<file path="src/hdl/frb_pkg.sv">
// ----------------------------------------------------------------------------
// frb_pkg: shared types and constants of the fragment reassembly buffer
// Item and result layouts, status codes, request kinds and store sizes.
// ----------------------------------------------------------------------------
`default_nettype none

package frb_pkg;

  // Fixed field widths
  localparam int PID_W  = 6;
  localparam int OFF_W  = 10;
  localparam int RIDX_W = 16;
  localparam int LEN_W  = 16;

  // Message store and context sizes
  localparam int          ADDR_W      = 16;
  localparam int unsigned STORE_DEPTH = 65536;
  localparam int          CNT_W       = 17;
  localparam int unsigned LEN_PREFIX  = 4;

  // Request kinds
  localparam logic REQ_WRITE = 1'b0;
  localparam logic REQ_READ  = 1'b1;

  // Result status codes
  typedef enum logic [1:0] {
    ST_PENDING  = 2'd0,
    ST_COMPLETE = 2'd1,
    ST_ERROR    = 2'd2,
    ST_READ     = 2'd3
  } status_t;

  // One input item
  typedef struct packed {
    logic              req_type;
    logic [PID_W-1:0]  packet_id;
    logic [OFF_W-1:0]  byte_index;
    logic [7:0]        data_byte;
    logic              end_of_packet;
    logic [RIDX_W-1:0] read_index;
  } item_t;

  // Store access and result fields decided for one item
  typedef struct packed {
    logic              wr_en;
    logic              rd_en;
    logic [ADDR_W-1:0] addr;
    logic [7:0]        wdata;
    status_t           status;
    logic [LEN_W-1:0]  length;
  } op_t;

endpackage

`default_nettype wire

</file>
<file path="src/hdl/frb_ctx.sv">
// ----------------------------------------------------------------------------
// frb_ctx: reassembly context and per-item decision
// Holds byte count, declared length and completion flags; decides status,
// store access and the next context for the item in the input register.
// ----------------------------------------------------------------------------
`default_nettype none

module frb_ctx #(
  parameter int PAYLOAD_BYTES = 1024,
  parameter int MAX_FRAGMENTS = 64
) (
  input  wire logic           clk,
  input  wire logic           rst,
  input  wire logic           go,
  input  wire frb_pkg::item_t item,
  output frb_pkg::op_t        op
);

  localparam int unsigned SPAN = PAYLOAD_BYTES * MAX_FRAGMENTS;
  localparam int unsigned CAPACITY =
    (SPAN < frb_pkg::STORE_DEPTH) ? SPAN : frb_pkg::STORE_DEPTH;
  localparam int unsigned LEN_MAX = CAPACITY - frb_pkg::LEN_PREFIX;
  localparam int AW = $clog2((2 ** frb_pkg::PID_W) * PAYLOAD_BYTES) + 1;

  logic [frb_pkg::CNT_W-1:0] byte_count, byte_count_next;
  logic [31:0]               declared_length, declared_length_next;
  logic                      first_seen, first_seen_next;
  logic                      done_flag, done_flag_next;

  logic [frb_pkg::CNT_W-1:0] eff_count, cnt_inc, total;
  logic [31:0]               eff_len, len_upd;
  logic                      eff_first, first_upd;
  logic [AW-1:0]             addr;
  logic                      range_bad, count_full, len_bad;
  logic [frb_pkg::CNT_W-1:0] rd_sum;

  // Context as seen by a write: a finished message is dropped first
  assign eff_count = done_flag ? '0 : byte_count;
  assign eff_len   = done_flag ? '0 : declared_length;
  assign eff_first = done_flag ? 1'b0 : first_seen;

  // Store address of a written byte and its range checks
  assign addr = AW'(item.packet_id) * AW'(PAYLOAD_BYTES) + AW'(item.byte_index);
  assign range_bad = (32'(item.packet_id) >= 32'(MAX_FRAGMENTS)) ||
                     (32'(item.byte_index) >= 32'(PAYLOAD_BYTES)) ||
                     (32'(addr) >= CAPACITY);
  assign count_full = 32'(eff_count) >= CAPACITY;
  assign cnt_inc    = eff_count + 1'b1;
  assign first_upd  = eff_first | (item.packet_id == '0);

  // Replace one length lane when a prefix byte of fragment 0 is written
  always_comb begin
    len_upd = eff_len;
    if (item.packet_id == '0 && 32'(item.byte_index) < frb_pkg::LEN_PREFIX) begin
      for (int lane = 0; lane < 4; lane++) begin
        if (item.byte_index[1:0] == 2'(lane)) begin
          len_upd[lane*8 +: 8] = item.data_byte;
        end
      end
    end
  end

  assign len_bad = len_upd > LEN_MAX;
  assign total   = frb_pkg::CNT_W'(len_upd) + frb_pkg::CNT_W'(frb_pkg::LEN_PREFIX);
  assign rd_sum  = frb_pkg::CNT_W'(item.read_index) +
                   frb_pkg::CNT_W'(frb_pkg::LEN_PREFIX);

  // Decide status, store access and next context
  always_comb begin
    byte_count_next      = byte_count;
    declared_length_next = declared_length;
    first_seen_next      = first_seen;
    done_flag_next       = done_flag;
    op.wr_en  = 1'b0;
    op.rd_en  = 1'b0;
    op.addr   = addr[frb_pkg::ADDR_W-1:0];
    op.wdata  = item.data_byte;
    op.status = frb_pkg::ST_PENDING;

    if (item.req_type == frb_pkg::REQ_READ) begin
      op.addr = rd_sum[frb_pkg::ADDR_W-1:0];
      priority if (!done_flag) begin
        op.status = frb_pkg::ST_PENDING;
      end else if (32'(item.read_index) >= declared_length || rd_sum[frb_pkg::ADDR_W]) begin
        op.status = frb_pkg::ST_ERROR;
      end else begin
        op.rd_en  = 1'b1;
        op.status = frb_pkg::ST_READ;
      end
    end else begin
      byte_count_next      = eff_count;
      declared_length_next = eff_len;
      first_seen_next      = eff_first;
      done_flag_next       = 1'b0;
      if (range_bad || count_full) begin
        op.status            = frb_pkg::ST_ERROR;
        byte_count_next      = '0;
        declared_length_next = '0;
        first_seen_next      = 1'b0;
      end else begin
        op.wr_en             = 1'b1;
        byte_count_next      = cnt_inc;
        declared_length_next = len_upd;
        if (item.end_of_packet) begin
          first_seen_next = first_upd;
          priority if (!first_upd) begin
            op.status = frb_pkg::ST_PENDING;
          end else if (len_bad || cnt_inc > total) begin
            op.status            = frb_pkg::ST_ERROR;
            byte_count_next      = '0;
            declared_length_next = '0;
            first_seen_next      = 1'b0;
          end else if (cnt_inc < total) begin
            op.status = frb_pkg::ST_PENDING;
          end else begin
            op.status      = frb_pkg::ST_COMPLETE;
            done_flag_next = 1'b1;
          end
        end
      end
    end

    // Length is shown from the context left behind by this item
    if (first_seen_next && declared_length_next <= LEN_MAX) begin
      op.length = declared_length_next[frb_pkg::LEN_W-1:0];
    end else begin
      op.length = '0;
    end
  end

  // Advance the context when the item is processed
  always_ff @(posedge clk) begin
    if (rst) begin
      byte_count      <= '0;
      declared_length <= '0;
      first_seen      <= 1'b0;
      done_flag       <= 1'b0;
    end else if (go) begin
      byte_count      <= byte_count_next;
      declared_length <= declared_length_next;
      first_seen      <= first_seen_next;
      done_flag       <= done_flag_next;
    end
  end

`ifndef SYNTH
  a_done_needs_first: assert property (@(posedge clk) disable iff (rst)
    done_flag |-> first_seen)
    else $error("message complete without fragment 0");

  a_count_bound: assert property (@(posedge clk) disable iff (rst)
    32'(byte_count) <= CAPACITY)
    else $error("byte count beyond capacity");

  a_done_count: assert property (@(posedge clk) disable iff (rst)
    done_flag |-> (32'(byte_count) == declared_length + frb_pkg::LEN_PREFIX))
    else $error("complete message with mismatched byte count");
`endif

endmodule

`default_nettype wire

</file>
<file path="config.mk">
export PLATFORM = sky130hd
export DESIGN_NAME = frb_ctx
export DESIGN_NICKNAME = d
export VERILOG_FILES = /design/src/hdl/frb_pkg.sv /design/src/hdl/frb_ctx.sv
export SDC_FILE = /design/constraint.sdc
export NUM_CORES = 1
export LEC_CHECK = 0
export BUFFER_PORTS_ARGS = -buffer_cell sky130_fd_sc_hd__buf_2
export CORE_UTILIZATION = 38
export CTS_CLUSTER_DIAMETER = 40
export DETAILED_ROUTE_END_ITERATION = 10
export PLACE_DENSITY_LB_ADDON = 0.05
export SYNTH_ARGS = -nofsm -noshare
export SYNTH_HDL_FRONTEND = slang
export SYNTH_SLANG_ARGS = --single-unit
</file>
<file path="constraint.sdc">
create_clock -name clk -period 9.95 [get_ports clk]
set_input_delay 1.4925 -clock clk [delete_from_list [all_inputs] [get_ports clk]]
set_output_delay 1.4925 -clock clk [all_outputs]
set_load 0.02 [all_outputs]
</file>
==> key figures <==
Critical path
  – R2R setup slack: between 4 and 5 ns
  – FF-to-FF Start: done_flag
  – Critical R2R Capture: declared_length[30]
  – Buf/Inv on CP: 4
  – WP data required: roughly 8.5 ns
  – CP Launch Type: input pin
  – Worst Path Arrival: around 6.9 ns
  – R2R depth: 20
  – CP Cell Sequence: buf_2 -> nor4_4 -> nand4_1 -> buf_4 -> mux2_2 -> ha_1 -> and3_1 -> nand3_1 -> mux2i_1 -> and2_1 -> nand2_1 -> xnor2_1 -> ha_1 -> nand2_1 -> nor4_1 -> inv_1 -> o41a_1 -> a21oi_2 -> nand2_2 -> o21ai_0 -> a22o_1 -> and3_1 -> buf_2
  – Max incr delay on CP: about 0.70 ns
  – Critical path class: input pin to output pin
  – Crit. End Element: output pin
  – CP max-delay cell: o21ai_0
  – Delay-heaviest family, CP: simple AND/OR/NAND/NOR gates
  – Worst-path fanout max: 13

Die
  – Initial Utilization: 0.394
  – Full die area: between 10000 and 15000 um2
  – Die height: around 110 um
  – Number of core rows: 40
  – Num ports: 89
  – Core Area: approximately 12000 um2
  – Chip Width: approximately 110 um

STA
  – Max Clock Freq: 0.119 GHz
  – Setup TNS: 0 ns
  – Rel. slew slack: 0.321
  – Final Hold Viols: 0
  – Hold WS: around 0.48 ns
  – Clock Skew: 0.00704 ns
  – Slew at the pin closest to its max-slew limit: just over 1 ns
  – Unrepaired setup endpoints after global routing: no
  – Final Setup Violations: 0
  – Final worst path period need: 8.39 ns
  – Period utilization: 0.843
  – Slew Limit Fails: 0

CTS
  – Htree depth: 2
  – Clk buf depth: 2
  – Worst-path clk slew: 0.07 ns
  – Cells resized by post-CTS repair: 0
  – CTS tree: built
  – Worst skew pair latency: 0.29 ns
  – Clk root buf: clkbuf_16
  – CTS Buf Count: 5
  – Postcts setup bufs: 0
  – CTS Hold Bufs: 0
  – Num Clock Sinks: 51

Logic synthesis
  – Yosys cell types: 60
  – Main synth FF type: dfxtp_1
  – Async SR Flop Fraction: 0
  – Seq cells post-synth: 51
  – Synthesized area per cell: about 7.4 um2
  – Seq/Total Area, Yosys: 0.213
  – Synthesized Nets: ~730
  – Post-Syn Area: around 4800 um2
  – Number of enable flip-flop cells after synthesis: 0
  – Cells after Synth: between 600 and 700
  – Yosys warnings: 0

Global route
  – GR Overflow Total: 0
  – Largest net degree at the start of global routing: slightly below 50
  – Initial antenna violation count: 1
  – First-pass GRT wire length: 25.1 mm
  – All-Layer GR Usage: 0.249
  – Vias in the first global route: 4592

Drt
  – Met2 wire length: 7.09 mm
  – Met3 wire len: 1.05 mm
  – Max Used Layer: met5
  – # DRC: 0
  – Metal1 wirelength: 7.73 mm
  – Drt pass-1 iters: 5
  – Routed WL: roughly 16 mm
  – Initial DRC count: roughly 420
  – Drt wl/cell: 18.5 um
  – Final ANT Viol Nets: 0
  – Vias after detailed routing: slightly below 5000
  – Vias per cell: between 5 and 6

Placed design
  – Gpl congestion: ~0.96
  – Placed Area: about 5300 um2
  – Detail Placement HPWL: 12.2 mm
  – IO buf count: 88

Worst hold path
  – Hold/Removal Path Class: flop to flop
  – Hold path depth: 1
  – Hold path start: declared_length[19]
  – Hold EP: declared_length[19]

Power
  – Pwr Density: ~87 nW/um2
  – Pwr Total: between 0.0004 and 0.0005 W
  – Static Leak: 2.36 nW
  – Maximum VDD drop: roughly 66 uV

Final layout
  – Area grow syn2layout: 13.2%
  – Commonest cells after routing, fill and taps aside: buf_2, nor2_1, dfxtp_1, a21oi_1, inv_1
  – Layout cell share with drive strength beyond 1: 0.174
  – Commonest non-fill, non-tap cell in the layout: buf_2
  – Final net count: ~780
  – Fin util: 0.446
  – ANT cells: 0
  – Design area: about 5400 um2

Outcome
  – Outcome: complete, no violations

Flow run
  – MaxCap Viol Count: 0
-- power by group --
part,switching [W],internal [W],total (W)
Sequential,0.000000335,0.000204,0.000205
Clock,0.0000783,0.000107,0.000185
Combinational,0.0000563,0.0000256,0.0000819
-- worst max path at each step --
stage | slack (ns) | end | cells after the start | start
finish | 1.56 | op[2] | 23 | item[35]
global route | 1.23 | op[8] | 23 | item[35]
CTS | 1.67 | op[0] | 23 | item[35]
detailed placement | 1.69 | op[0] | 22 | item[35]
global placement | 1.91 | op[0] | 23 | item[35]
floorplan | 2.60 | op[10] | 21 | item[35]
-- final cells by class --
class	count	area (um2)
fill	1269	6740
multi-input combinational	511	3400
sequential	51	1020
timing repair buffer	93	478
tap	168	210
clock buffer	7	153
inverter	39	146
clock inverter	1	7.51
-- metrics by stage --
stage / instances / setup slack (ns)
2_1_floorplan: 647 / 2.60
3_3_place_gp: 862 / 1.91
3_5_place_dp: 862 / 1.69
4_1_cts: 870 / 1.67
5_1_grt: 870 / 1.23
6_report: 870 / 1.56
-- Yosys cell counts (all sizes together) (2+ instances only) --
| cell | count | area share |
|---|---|---|
| dfxtp | 51 | 0.21 |
| nand3 | 26 | 0.027 |
| or3 | 6 | 0.0078 |
| o31ai | 3 | 0.0047 |
| nor4b | 2 | 0.0037 |
| a21o | 3 | 0.0047 |
| mux2 | 6 | 0.014 |
| and4 | 6 | 0.011 |
| and2 | 2 | 0.0026 |
| a22oi | 35 | 0.055 |
| or2 | 2 | 0.0026 |
| nand2 | 39 | 0.031 |
| o21a | 2 | 0.0031 |
| and4b | 2 | 0.0042 |
| o22ai | 14 | 0.018 |
| a22o | 19 | 0.035 |
| mux2i | 9 | 0.019 |
| a211oi | 2 | 0.0057 |
| and3 | 24 | 0.031 |
| o21ai | 22 | 0.023 |
| nor2b | 9 | 0.012 |
| xnor2 | 19 | 0.035 |
| clkbuf | 24 | 0.019 |
| a2111o | 2 | 0.0047 |
| buf | 22 | 0.027 |
| xor2 | 15 | 0.027 |
| nor4 | 8 | 0.020 |
| nand2b | 12 | 0.016 |
| nand3b | 2 | 0.0031 |
| nor3 | 16 | 0.019 |
| o211ai | 4 | 0.0073 |
| nand4 | 14 | 0.018 |
| inv | 38 | 0.030 |
| or4 | 3 | 0.0047 |
| o21bai | 2 | 0.0031 |
| a21oi | 43 | 0.047 |
| a31oi | 3 | 0.0039 |
| nor2 | 87 | 0.068 |
| ha | 36 | 0.094 |
-- logic make-up after synthesis --
kind of cell             after synthesis  share of synthesized area
multiplexers                          15                     0.0329
buffers and inverters                 85                     0.0765
adder cells (fa/ha/maj)               36                     0.0940
AO/OA/AOI/OAI                        161                      0.229
AND/OR/NAND/NOR                      265                      0.292
flip-flops                            51                      0.213
XOR/XNOR                              34                     0.0622
-- state kept, by name, indices dropped and copies added (netlist names) --
| signal | cells |
|---|---|
| byte_count | 17 |
| done_flag | 1 |
| first_seen | 1 |
| declared_length | 32 |
-- layer usage --
metal	global-route usage	vias to the layer above
li1	-	2449
met1	0.356	2303
met2	0.392	165
met3	0.0450	18
met4	0.0459	2
met5	0	-
No activity file was read; power rests on OpenSTA's default activity.
